==> src/rtl/core/lbd_pkg.sv <==
`timescale 1ns / 1ps
package lbd_pkg;

  // Internal widths are sized for the longest line the block supports.
  localparam int IDX_W      = 17;
  localparam int WSUM_W     = 32;
  localparam int MSUM_W     = 48;
  localparam int NUM_W      = MSUM_W + 2;
  localparam int QUO_W      = 17;
  localparam int CFG_IDX_W  = 3;
  localparam int CFG_DATA_W = 16;

  localparam logic [CFG_IDX_W-1:0] REG_ENABLE     = 3'd0;
  localparam logic [CFG_IDX_W-1:0] REG_FOCUS_ONLY = 3'd1;
  localparam logic [CFG_IDX_W-1:0] REG_THRESHOLD  = 3'd2;
  localparam logic [CFG_IDX_W-1:0] REG_MIN_WIDTH  = 3'd3;
  localparam logic [CFG_IDX_W-1:0] REG_MERGE_GAP  = 3'd4;
  localparam logic [CFG_IDX_W-1:0] REG_MORPH_SCALE = 3'd5;

  localparam logic [15:0]      THRESHOLD_RESET = 16'd6554;
  localparam logic [12:0]      SCALE_DEFAULT   = 13'd400;
  localparam logic [QUO_W-1:0] MORPH_ONE       = 17'd65536;
  localparam logic [6:0]       COUNT_MAX       = 7'd127;

  typedef struct packed {
    logic        enable;
    logic        focus_only;
    logic [15:0] amp_threshold;
    logic [12:0] min_blob_width;
    logic [12:0] max_merge_gap;
    logic [12:0] morph_scale;
  } lbd_cfg_t;

  typedef struct packed {
    logic              is_summary;
    logic [IDX_W-1:0]  start;
    logic [IDX_W-1:0]  stop;
    logic [15:0]       peak;
    logic [IDX_W-1:0]  width;
    logic [WSUM_W-1:0] weight;
    logic [MSUM_W-1:0] moment;
    logic [6:0]        count;
    logic [IDX_W-1:0]  widest;
    logic              morph_en;
    logic [12:0]       scale;
  } lbd_job_t;

  typedef enum logic [1:0] {
    BK_IDLE,
    BK_DIV,
    BK_OUT
  } lbd_bk_state_t;

endpackage

==> src/rtl/core/line_blob_detector_unit.sv <==
`timescale 1ns / 1ps
// Path: a blob or a divided summary goes through the job queue and the serial divider
// to the result ports; a summary with no morph division skips the divider, and one
// queued behind a blob from the same item waits until that blob is popped.
// Throughput: the front takes one item per cycle while the job queue has two free slots;
// the back handles one job at a time: load, 17 steps on a divided result, then pop.
// Reset (sync, rst_n low) clears line state and queue, presets config; no clearing pass.
module line_blob_detector_unit #(
  parameter int MAX_RUNS   = 64,
  parameter int LINE_NOTES = 4096
) (
  input  logic        clk,
  input  logic        rst_n,
  input  logic        in_push,
  output logic        in_full,
  input  logic [15:0] in_amplitude,
  input  logic        in_line_end,
  output logic        out_empty,
  input  logic        out_pop,
  output logic        out_is_summary,
  output logic [11:0] out_blob_start,
  output logic [12:0] out_blob_end,
  output logic [11:0] out_blob_center,
  output logic [15:0] out_blob_peak,
  output logic [12:0] out_blob_width,
  output logic [6:0]  out_line_blob_count,
  output logic [16:0] out_morph,
  output logic        out_last,
  input  logic        cfg_valid,
  output logic        cfg_ready,
  input  logic [lbd_pkg::CFG_IDX_W-1:0]  cfg_index,
  input  logic [lbd_pkg::CFG_DATA_W-1:0] cfg_data
);
  import lbd_pkg::*;

  // Register file. Writes are only expected while the block is idle.
  lbd_cfg_t cfg_r;
  lbd_job_t job0, job1, jq;
  logic     push0, push1, room2, jq_empty, jq_pop, accept;

  assign cfg_ready = 1'b1;
  assign accept    = in_push && !in_full;
  // The front may emit a blob and a summary for one item, so it needs two free slots.
  assign in_full   = !room2;

  always_ff @(posedge clk) begin
    if (!rst_n) begin
      cfg_r.enable         <= 1'b0;
      cfg_r.focus_only     <= 1'b0;
      cfg_r.amp_threshold  <= THRESHOLD_RESET;
      cfg_r.min_blob_width <= 13'd1;
      cfg_r.max_merge_gap  <= '0;
      cfg_r.morph_scale    <= SCALE_DEFAULT;
    end else if (cfg_valid && cfg_ready) begin
      unique case (cfg_index)
        REG_ENABLE:      cfg_r.enable         <= cfg_data[0];
        REG_FOCUS_ONLY:  cfg_r.focus_only     <= cfg_data[0];
        REG_THRESHOLD:   cfg_r.amp_threshold  <= cfg_data;
        REG_MIN_WIDTH:   cfg_r.min_blob_width <= cfg_data[12:0];
        REG_MERGE_GAP:   cfg_r.max_merge_gap  <= cfg_data[12:0];
        REG_MORPH_SCALE: cfg_r.morph_scale    <= cfg_data[12:0];
        default: ;
      endcase
    end
  end

  // Front end: run tracking, merging, blob qualification; one item per cycle if not full.
  lbd_front #(.MAX_RUNS(MAX_RUNS), .LINE_NOTES(LINE_NOTES)) u_front (
    .clk(clk), .rst_n(rst_n), .cfg(cfg_r), .accept(accept),
    .amplitude(in_amplitude), .line_end(in_line_end),
    .push0(push0), .push1(push1), .job0(job0), .job1(job1)
  );

  // Short queue of finished blobs and summaries awaiting the back end.
  lbd_jobq u_jobq (
    .clk(clk), .rst_n(rst_n), .push0(push0), .push1(push1), .d0(job0), .d1(job1),
    .pop(jq_pop), .q(jq), .empty(jq_empty), .room2(room2)
  );

  // Back end: serial divider for the centroid and morph, holding the result register.
  lbd_back u_back (
    .clk(clk), .rst_n(rst_n), .job(jq), .job_empty(jq_empty), .job_pop(jq_pop),
    .out_empty(out_empty), .out_pop(out_pop), .out_is_summary(out_is_summary),
    .out_blob_start(out_blob_start), .out_blob_end(out_blob_end),
    .out_blob_center(out_blob_center), .out_blob_peak(out_blob_peak),
    .out_blob_width(out_blob_width), .out_line_blob_count(out_line_blob_count),
    .out_morph(out_morph), .out_last(out_last)
  );

endmodule

==> src/rtl/core/lbd_front.sv <==
`timescale 1ns / 1ps
module lbd_front #(
  parameter int MAX_RUNS   = 64,
  parameter int LINE_NOTES = 4096
) (
  input  logic              clk,
  input  logic              rst_n,
  input  lbd_pkg::lbd_cfg_t cfg,
  input  logic              accept,
  input  logic [15:0]       amplitude,
  input  logic              line_end,
  output logic              push0,
  output logic              push1,
  output lbd_pkg::lbd_job_t job0,
  output lbd_pkg::lbd_job_t job1
);
  import lbd_pkg::*;

  localparam int RC_W = $clog2(MAX_RUNS + 1);
  localparam logic [RC_W-1:0]  RUNS_CAP = RC_W'(MAX_RUNS);
  localparam logic [IDX_W-1:0] LAST_IDX = IDX_W'(LINE_NOTES - 1);

  logic [IDX_W-1:0]  idx_r, idx_nxt;
  logic              in_run_r, in_run_nxt;
  logic [RC_W-1:0]   runs_r, runs_nxt;
  logic              pend_r, pend_nxt;
  logic [IDX_W-1:0]  pstart_r, pstart_nxt, pend_end_r, pend_end_nxt;
  logic [IDX_W-1:0]  gap_r, gap_nxt;
  logic [WSUM_W-1:0] wsum_r, wsum_nxt, gwsum_r, gwsum_nxt;
  logic [MSUM_W-1:0] msum_r, msum_nxt, gmsum_r, gmsum_nxt;
  logic [15:0]       peak_r, peak_nxt;
  logic [6:0]        count_r, count_nxt;
  logic [IDX_W-1:0]  widest_r, widest_nxt;

  always_comb begin
    logic              is_end;
    logic              rel;
    logic              keep;
    logic [IDX_W-1:0]  bw;
    logic [MSUM_W-1:0] prod;
    lbd_job_t          blob;
    lbd_job_t          summ;
    idx_nxt = idx_r; in_run_nxt = in_run_r; runs_nxt = runs_r; pend_nxt = pend_r;
    pstart_nxt = pstart_r; pend_end_nxt = pend_end_r; gap_nxt = gap_r;
    wsum_nxt = wsum_r; msum_nxt = msum_r; gwsum_nxt = gwsum_r; gmsum_nxt = gmsum_r;
    peak_nxt = peak_r; count_nxt = count_r; widest_nxt = widest_r;
    rel = 1'b0;
    keep = 1'b0;
    bw = '0;
    blob = '0;
    summ = '0;
    push0 = 1'b0;
    push1 = 1'b0;
    is_end = line_end || (idx_r >= LAST_IDX);
    prod = MSUM_W'(amplitude) * MSUM_W'(idx_r);

    if (runs_r < RUNS_CAP) begin
      if (amplitude >= cfg.amp_threshold) begin
        if (!in_run_r) begin
          if (pend_r) begin
            wsum_nxt = wsum_r + gwsum_r;
            msum_nxt = msum_r + gmsum_r;
          end else begin
            pend_nxt = 1'b1;
            pstart_nxt = idx_r;
            wsum_nxt = '0;
            msum_nxt = '0;
            peak_nxt = '0;
          end
          in_run_nxt = 1'b1;
        end
        wsum_nxt = wsum_nxt + WSUM_W'(amplitude);
        msum_nxt = msum_nxt + prod;
        if (amplitude > peak_nxt) peak_nxt = amplitude;
        pend_end_nxt = idx_r + 1'b1;
      end else begin
        if (in_run_r) begin
          in_run_nxt = 1'b0;
          runs_nxt = runs_r + 1'b1;
          gap_nxt = '0;
          gwsum_nxt = '0;
          gmsum_nxt = '0;
        end
        if (pend_r) begin
          gap_nxt = gap_nxt + 1'b1;
          gwsum_nxt = gwsum_nxt + WSUM_W'(amplitude);
          gmsum_nxt = gmsum_nxt + prod;
          if (gap_nxt > IDX_W'(cfg.max_merge_gap)) rel = 1'b1;
        end
      end
    end
    idx_nxt = idx_r + 1'b1;

    // A blob leaves either on the gap that breaks it or at line end.
    if (is_end) begin
      in_run_nxt = 1'b0;
      if (pend_nxt) rel = 1'b1;
    end
    if (rel) begin
      pend_nxt = 1'b0;
      bw = pend_end_nxt - pstart_nxt;
      keep = cfg.enable && (bw >= IDX_W'(cfg.min_blob_width));
      blob.start  = pstart_nxt;
      blob.stop   = pend_end_nxt;
      blob.peak   = peak_nxt;
      blob.width  = bw;
      blob.weight = wsum_nxt;
      blob.moment = msum_nxt;
      if (keep) begin
        if (count_nxt < COUNT_MAX) count_nxt = count_nxt + 1'b1;
        if (bw > widest_nxt) widest_nxt = bw;
      end
    end
    summ.is_summary = 1'b1;
    summ.count      = count_nxt;
    summ.widest     = widest_nxt;
    summ.morph_en   = cfg.enable && !cfg.focus_only && (count_nxt != '0);
    summ.scale      = (cfg.morph_scale != '0) ? cfg.morph_scale : SCALE_DEFAULT;

    if (keep) begin
      job0 = blob;
      job1 = summ;
      push0 = accept;
      push1 = accept && is_end;
    end else begin
      job0 = summ;
      job1 = summ;
      push0 = accept && is_end;
    end

    if (is_end) begin
      idx_nxt = '0; in_run_nxt = 1'b0; runs_nxt = '0; pend_nxt = 1'b0;
      pstart_nxt = '0; pend_end_nxt = '0; gap_nxt = '0;
      wsum_nxt = '0; msum_nxt = '0; gwsum_nxt = '0; gmsum_nxt = '0;
      peak_nxt = '0; count_nxt = '0; widest_nxt = '0;
    end
  end

  always_ff @(posedge clk) begin
    if (!rst_n) begin
      idx_r <= '0; in_run_r <= 1'b0; runs_r <= '0; pend_r <= 1'b0;
      pstart_r <= '0; pend_end_r <= '0; gap_r <= '0;
      wsum_r <= '0; msum_r <= '0; gwsum_r <= '0; gmsum_r <= '0;
      peak_r <= '0; count_r <= '0; widest_r <= '0;
    end else if (accept) begin
      idx_r <= idx_nxt; in_run_r <= in_run_nxt; runs_r <= runs_nxt; pend_r <= pend_nxt;
      pstart_r <= pstart_nxt; pend_end_r <= pend_end_nxt; gap_r <= gap_nxt;
      wsum_r <= wsum_nxt; msum_r <= msum_nxt; gwsum_r <= gwsum_nxt; gmsum_r <= gmsum_nxt;
      peak_r <= peak_nxt; count_r <= count_nxt; widest_r <= widest_nxt;
    end
  end

endmodule

==> src/rtl/core/lbd_jobq.sv <==
`timescale 1ns / 1ps
module lbd_jobq (
  input  logic              clk,
  input  logic              rst_n,
  input  logic              push0,
  input  logic              push1,
  input  lbd_pkg::lbd_job_t d0,
  input  lbd_pkg::lbd_job_t d1,
  input  logic              pop,
  output lbd_pkg::lbd_job_t q,
  output logic              empty,
  output logic              room2
);
  import lbd_pkg::*;

  localparam int DEPTH = 4;
  localparam int PW = $clog2(DEPTH);

  lbd_job_t        mem_r [DEPTH];
  logic [PW-1:0]   wp_r, wp_nxt, rp_r, rp_nxt;
  logic [PW:0]     cnt_r, cnt_nxt;
  logic [PW-1:0]   wp1;

  assign wp1   = wp_r + 1'b1;
  assign q     = mem_r[rp_r];
  assign empty = (cnt_r == '0);
  assign room2 = (cnt_r <= (PW + 1)'(DEPTH - 2));

  always_comb begin
    wp_nxt  = wp_r + PW'(push0) + PW'(push1);
    rp_nxt  = rp_r + PW'(pop);
    cnt_nxt = cnt_r + (PW + 1)'(push0) + (PW + 1)'(push1) - (PW + 1)'(pop);
  end

  always_ff @(posedge clk) begin
    if (push0) mem_r[wp_r] <= d0;
    if (push1) mem_r[wp1] <= d1;
  end

  always_ff @(posedge clk) begin
    if (!rst_n) begin
      wp_r <= '0;
      rp_r <= '0;
      cnt_r <= '0;
    end else begin
      wp_r <= wp_nxt;
      rp_r <= rp_nxt;
      cnt_r <= cnt_nxt;
    end
  end

endmodule

==> src/rtl/core/lbd_back.sv <==
`timescale 1ns / 1ps
module lbd_back (
  input  logic              clk,
  input  logic              rst_n,
  input  lbd_pkg::lbd_job_t job,
  input  logic              job_empty,
  output logic              job_pop,
  output logic              out_empty,
  input  logic              out_pop,
  output logic              out_is_summary,
  output logic [11:0]       out_blob_start,
  output logic [12:0]       out_blob_end,
  output logic [11:0]       out_blob_center,
  output logic [15:0]       out_blob_peak,
  output logic [12:0]       out_blob_width,
  output logic [6:0]        out_line_blob_count,
  output logic [16:0]       out_morph,
  output logic              out_last
);
  import lbd_pkg::*;

  lbd_bk_state_t    state_r, state_nxt;
  lbd_job_t         job_r;
  logic [NUM_W-1:0] rem_r, rem_nxt, dsh_r, dsh_nxt;
  logic [QUO_W-1:0] quo_r, quo_nxt;
  logic [4:0]       cnt_r, cnt_nxt;
  logic             load;

  always_comb begin
    logic [NUM_W-1:0] diff;
    logic             ge;
    logic [IDX_W:0]   mid;
    state_nxt = state_r;
    rem_nxt = rem_r;
    dsh_nxt = dsh_r;
    quo_nxt = quo_r;
    cnt_nxt = cnt_r;
    load = 1'b0;
    diff = rem_r - dsh_r;
    ge = (rem_r >= dsh_r);
    mid = ({1'b0, job.start} + {1'b0, job.stop}) >> 1;
    unique case (state_r)
      BK_IDLE: begin
        if (!job_empty) begin
          load = 1'b1;
          cnt_nxt = 5'(QUO_W - 1);
          quo_nxt = '0;
          if (job.is_summary) begin
            rem_nxt = NUM_W'(job.widest) << 16;
            dsh_nxt = NUM_W'(job.scale) << 16;
            if (!job.morph_en) begin
              state_nxt = BK_OUT;
            end else if (NUM_W'(job.widest) >= (NUM_W'(job.scale) << 1)) begin
              quo_nxt = MORPH_ONE;
              state_nxt = BK_OUT;
            end else begin
              state_nxt = BK_DIV;
            end
          end else begin
            rem_nxt = (NUM_W'(job.moment) << 1) + NUM_W'(job.weight);
            dsh_nxt = NUM_W'(job.weight) << (QUO_W);
            if (job.weight == '0) begin
              quo_nxt = QUO_W'(mid);
              state_nxt = BK_OUT;
            end else begin
              state_nxt = BK_DIV;
            end
          end
        end
      end
      BK_DIV: begin
        if (ge) rem_nxt = diff;
        quo_nxt = {quo_r[QUO_W-2:0], ge};
        dsh_nxt = dsh_r >> 1;
        cnt_nxt = cnt_r - 1'b1;
        if (cnt_r == '0) begin
          state_nxt = BK_OUT;
          if (job_r.is_summary && ({quo_r[QUO_W-2:0], ge} > MORPH_ONE)) quo_nxt = MORPH_ONE;
        end
      end
      BK_OUT: begin
        if (out_pop) state_nxt = BK_IDLE;
      end
      default: state_nxt = BK_IDLE;
    endcase
  end

  assign job_pop   = load;
  assign out_empty = (state_r != BK_OUT);

  always_comb begin
    out_is_summary      = job_r.is_summary;
    out_last            = job_r.is_summary;
    out_blob_start      = job_r.is_summary ? '0 : job_r.start[11:0];
    out_blob_end        = job_r.is_summary ? '0 : job_r.stop[12:0];
    out_blob_width      = job_r.is_summary ? '0 : job_r.width[12:0];
    out_blob_peak       = job_r.is_summary ? '0 : job_r.peak;
    out_blob_center     = job_r.is_summary ? '0 : quo_r[11:0];
    out_line_blob_count = job_r.is_summary ? job_r.count : '0;
    out_morph           = job_r.is_summary ? quo_r : '0;
  end

  always_ff @(posedge clk) begin
    if (load) begin
      job_r <= job;
      // The blob divisor is doubled for rounding; the first step uses bit QUO_W-1.
      if (!job.is_summary) dsh_r <= NUM_W'(job.weight) << QUO_W;
      else dsh_r <= dsh_nxt;
    end else begin
      dsh_r <= dsh_nxt;
    end
    rem_r <= rem_nxt;
    quo_r <= quo_nxt;
    cnt_r <= cnt_nxt;
  end

  always_ff @(posedge clk) begin
    if (!rst_n) state_r <= BK_IDLE;
    else state_r <= state_nxt;
  end

endmodule

==> config.mk <==
export PLATFORM = sky130hd
export DESIGN_NAME = line_blob_detector_unit
export DESIGN_NICKNAME = d
export VERILOG_FILES = /design/src/rtl/core/lbd_pkg.sv /design/src/rtl/core/line_blob_detector_unit.sv /design/src/rtl/core/lbd_front.sv /design/src/rtl/core/lbd_jobq.sv /design/src/rtl/core/lbd_back.sv
export SDC_FILE = /design/constraint.sdc
export NUM_CORES = 2
export LEC_CHECK = 0
export BUFFER_PORTS_ARGS = -buffer_cell sky130_fd_sc_hd__buf_2
export CAP_MARGIN = 20
export CORE_ASPECT_RATIO = 2
export CORE_MARGIN = 8
export CORE_UTILIZATION = 45
export DETAILED_ROUTE_END_ITERATION = 7
export PLACE_DENSITY = 0.61
export SYNTH_ARGS = -nofsm -noshare
export SYNTH_HDL_FRONTEND = slang
export SYNTH_SLANG_ARGS = --single-unit
export TNS_END_PERCENT = 10
==> constraint.sdc <==
create_clock -name clk -period 13.6 [get_ports clk]
set_input_delay 2.04 -clock clk [delete_from_list [all_inputs] [get_ports clk]]
set_output_delay 2.04 -clock clk [all_outputs]
set_load 0.02 [all_outputs]
==> flow_metrics.tcl <==
set metrics [dict create \
    fp.dieW_um 311.4 \
    clock_latency_ns 0.79 \
    crit_top_cell "fa_1" \
    dr.first_iter.drc_count 5539 \
    slew_headroom_pct 17.80 \
    synthArstFlopShare_pct 0 \
    worstMarginPinSlew_ns 1.233 \
    rows 217 \
    design.die.area_um2 188900 \
    grt_antenna_before_repair 7 \
    grt.total_usage_pct 27.39 \
    timing.hold.ws_ns 0.4413 \
    synth.most_common_cell "nand2_1" \
    ctsRootBufferMaster "clkbuf_16" \
    synth_edf_count 286 \
    synth_ff_type "dfxtp_1" \
    vias 65381 \
    netlist.top_cell.by_area "dfxtp_1" \
    setup_ws_ns 2.460 \
    clockBufferDepth 3 \
    ir_worst_vdd_mv 0.1508 \
    post_cts_buffers 0 \
    fin_setup_tns_ns 0 \
    drc 4 \
    routedWlPerCell_um 24.29 \
    cts_tree "built" \
    syn_area_um2 78510 \
    critPathRequiredTime_ns 14.21 \
    syn-num-nets 9461 \
    violations "DRC" \
    cp-end-kind "flip-flop" \
    drt.antenna.violating_nets 0 \
    via_per_inst 5.934 \
    post-route-period-util_pct 81.91 \
    worstSetupStartpointType "primary input" \
    core_area_um2 174000 \
    slew_viol_final 0 \
    synthToLayoutAreaGrowth_pct 9.084 \
    pre_cts_ws_ns 1.886 \
    synthCells 8709 \
    htree_levels 3 \
    io_pins 136 \
    grt_pass1_wl_um 399900 \
    holdBufCountCts 0 \
    gp_congestion 0.9710 \
    path_class "in -> reg" \
    cts_buffers 117 \
    setup_viol 0 \
    cap_violations 0 \
    grt_overflow_total 0 \
    yosys-top-cells-count "nand2_1, dfxtp_1, o21ai_0" \
    post_cts_resize_count 0 \
    critPathMaxFanout 22 \
    arrival_ns 11.75 \
    p_per_area_nw_per_um2 137.5 \
    synth_cell_types 103 \
    synth_top_area_share_pct 24.71 \
    wl_um 267600 \
    fillCellCount 16527 \
    ys_seq_area_share_pct 35.65 \
    status "complete, but fails checks" \
    max_freq_mhz 89.77 \
    p_leak_nw 33.60 \
    hold_path.class "reg -> reg" \
    synthTopCellsByArea "dfxtp_1, edfxtp_1, ha_1" \
    period_minus_slack_ns 11.14 \
    die_h_um 606.7 \
    ys_seq_elements 1255 \
    grt_pass1_vias 63074 \
    yosys_warnings 0 \
    dp_hpwl_um 192000 \
    io_buffers 134 \
    syn_avg_cell_area_um2 9.015 \
    finalHoldViolations 0 \
    final_nets 9364 \
    layout-drive-gt1-share_pct 8.938 \
    clk_pin_slew_ns 0.07 \
    crit_path_top_delay_cell "fa_1" \
    cts_sinks 1255 \
    grt_max_degree 144 \
    rsz0062_at_grt "no" \
    crit_path_max_incr_delay_ns 0.55 \
    drt_first_pass_iters 8 \
    start_util_pct 45.11 \
    clock_skew_ns 0.06083 \
]
==> power by group <==
| part | switching [mW] | total (mW) | internal, mW |
|---|---|---|---|
| clock | 1.60 | 3.63 | 2.03 |
| sequential | 0.190 | 4.39 | 4.20 |
| combinational | 2.50 | 3.76 | 1.26 |
==> per-layer routing <==
| layer | global-route usage, % | vias up | wire (µm) |
|---|---|---|---|
| li1 | - | 30619 | - |
| met1 | 34.26 | 31790 | 107200 |
| met2 | 45.04 | 2439 | 124800 |
| met3 | 3.136 | 533 | 16480 |
| met4 | 17.18 | 0 | 19210 |
| met5 | 0 | - | 0 |
==> through the flow <==
| stage | cells | cell area [µm²] | power (mW) | util [%] |
|---|---|---|---|---|
| 3_3_place_gp | 10787 | 81370 | 8.184 | 46.75 |
| 6_report | 11018 | 85640 | 11.77 | 49.21 |
| 2_1_floorplan | 8709 | 78510 | 6.952 | - |
| 3_5_place_dp | 10789 | 81380 | 8.194 | 46.76 |
| 4_1_cts | 11012 | 85600 | 11.80 | 49.19 |
| 5_1_grt | 11016 | 85630 | 12.29 | 49.20 |
==> critical path: cells and delay by family <==
family                     cells  cell delay [ns]
AOI/OAI and AO/OA             10             2.35
xor gates and xnor gates       2             0.29
adders and majority gates      8             3.93
buffers and inverters          5             0.77
muxes                          1             0.30
and+or+nand+nor                8             2.05
==> placed cells by master, fill, tap and decap left out, drive strengths merged, types with 21 or more instances in the layout <==
cell type / netlist / layout
nand2: 1155 / 1155
dfxtp: 969 / 969
o21ai: 724 / 724
nor2: 627 / 627
inv: 532 / 543
ha: 490 / 490
a21oi: 422 / 422
edfxtp: 286 / 286
buf: 127 / 270
a22o: 266 / 266
nor2b: 249 / 249
and2: 226 / 226
fa: 221 / 221
xnor2: 200 / 200
mux4: 181 / 181
a21o: 160 / 160
clkbuf: 360 / 154
a22oi: 140 / 140
xor2: 136 / 136
nand3: 126 / 126
nor3: 105 / 105
o21a: 80 / 80
nand4: 79 / 79
and3: 69 / 69
a21boi: 67 / 67
nand2b: 59 / 59
o211ai: 51 / 51
a211oi: 47 / 47
a31oi: 43 / 43
mux2i: 42 / 42
o22ai: 42 / 42
o21bai: 38 / 38
o31ai: 36 / 36
nor4: 35 / 35
clkinv: 1 / 33
or3: 32 / 32
mux2: 22 / 22
a32oi: 21 / 21
==> cell type report <==
class | count | area (µm²) | share of cell area [%]
inverter | 533 | 2001 | 2.336
clock buffer | 153 | 3361 | 3.924
clock inverter | 70 | 859.6 | 1.004
tap | 2299 | 2877 | 3.359
multi-input combinational | 6434 | 46770 | 54.62
antenna | 3 | 7.507 | 0.008766
timing repair buffer | 271 | 1762 | 2.057
sequential | 1255 | 28000 | 32.69
==> state kept, by name (all words and copies together) (netlist names), 17 cells and up <==
| register | count |
|---|---|
| u_jobq.mem_r | 728 |
| u_back.job_r | 61 |
| cfg_r | 57 |
| u_back.dsh_r | 50 |
| u_back.rem_r | 50 |
| u_front.gmsum_r | 48 |
| u_front.msum_r | 48 |
| u_front.gwsum_r | 32 |
| u_front.wsum_r | 32 |
| u_back.quo_r | 17 |
| u_front.gap_r | 17 |
| u_front.idx_r | 17 |
| u_front.pend_end_r | 17 |
| u_front.pstart_r | 17 |
| u_front.widest_r | 17 |
==> cells by family after synthesis <==
kind of cell	share of synthesized area, %
AOI/OAI and AO/OA	19.24
xor gates and xnor gates	3.748
adders and majority gates	13.44
buffers and inverters	5.014
DFF	35.65
muxes	6.043
other	0.004777
and+or+nand+nor	16.86
==> worst paths after layout <==
kind / startpoint / to / slack [ns] / cells past startpoint
max: in_amplitude[11] / u_jobq.mem_r[3][83] / 2.46 / 34
min: u_jobq.mem_r[0][185] / u_jobq.mem_r[0][185] / 0.44 / 2
max reg2reg: u_front.idx_r[3] / u_jobq.mem_r[0][75] / 3.21 / 37
min reg2reg: u_jobq.mem_r[0][185] / u_jobq.mem_r[0][185] / 0.44 / 2
Note: power is estimated with default switching activity, not from simulation.
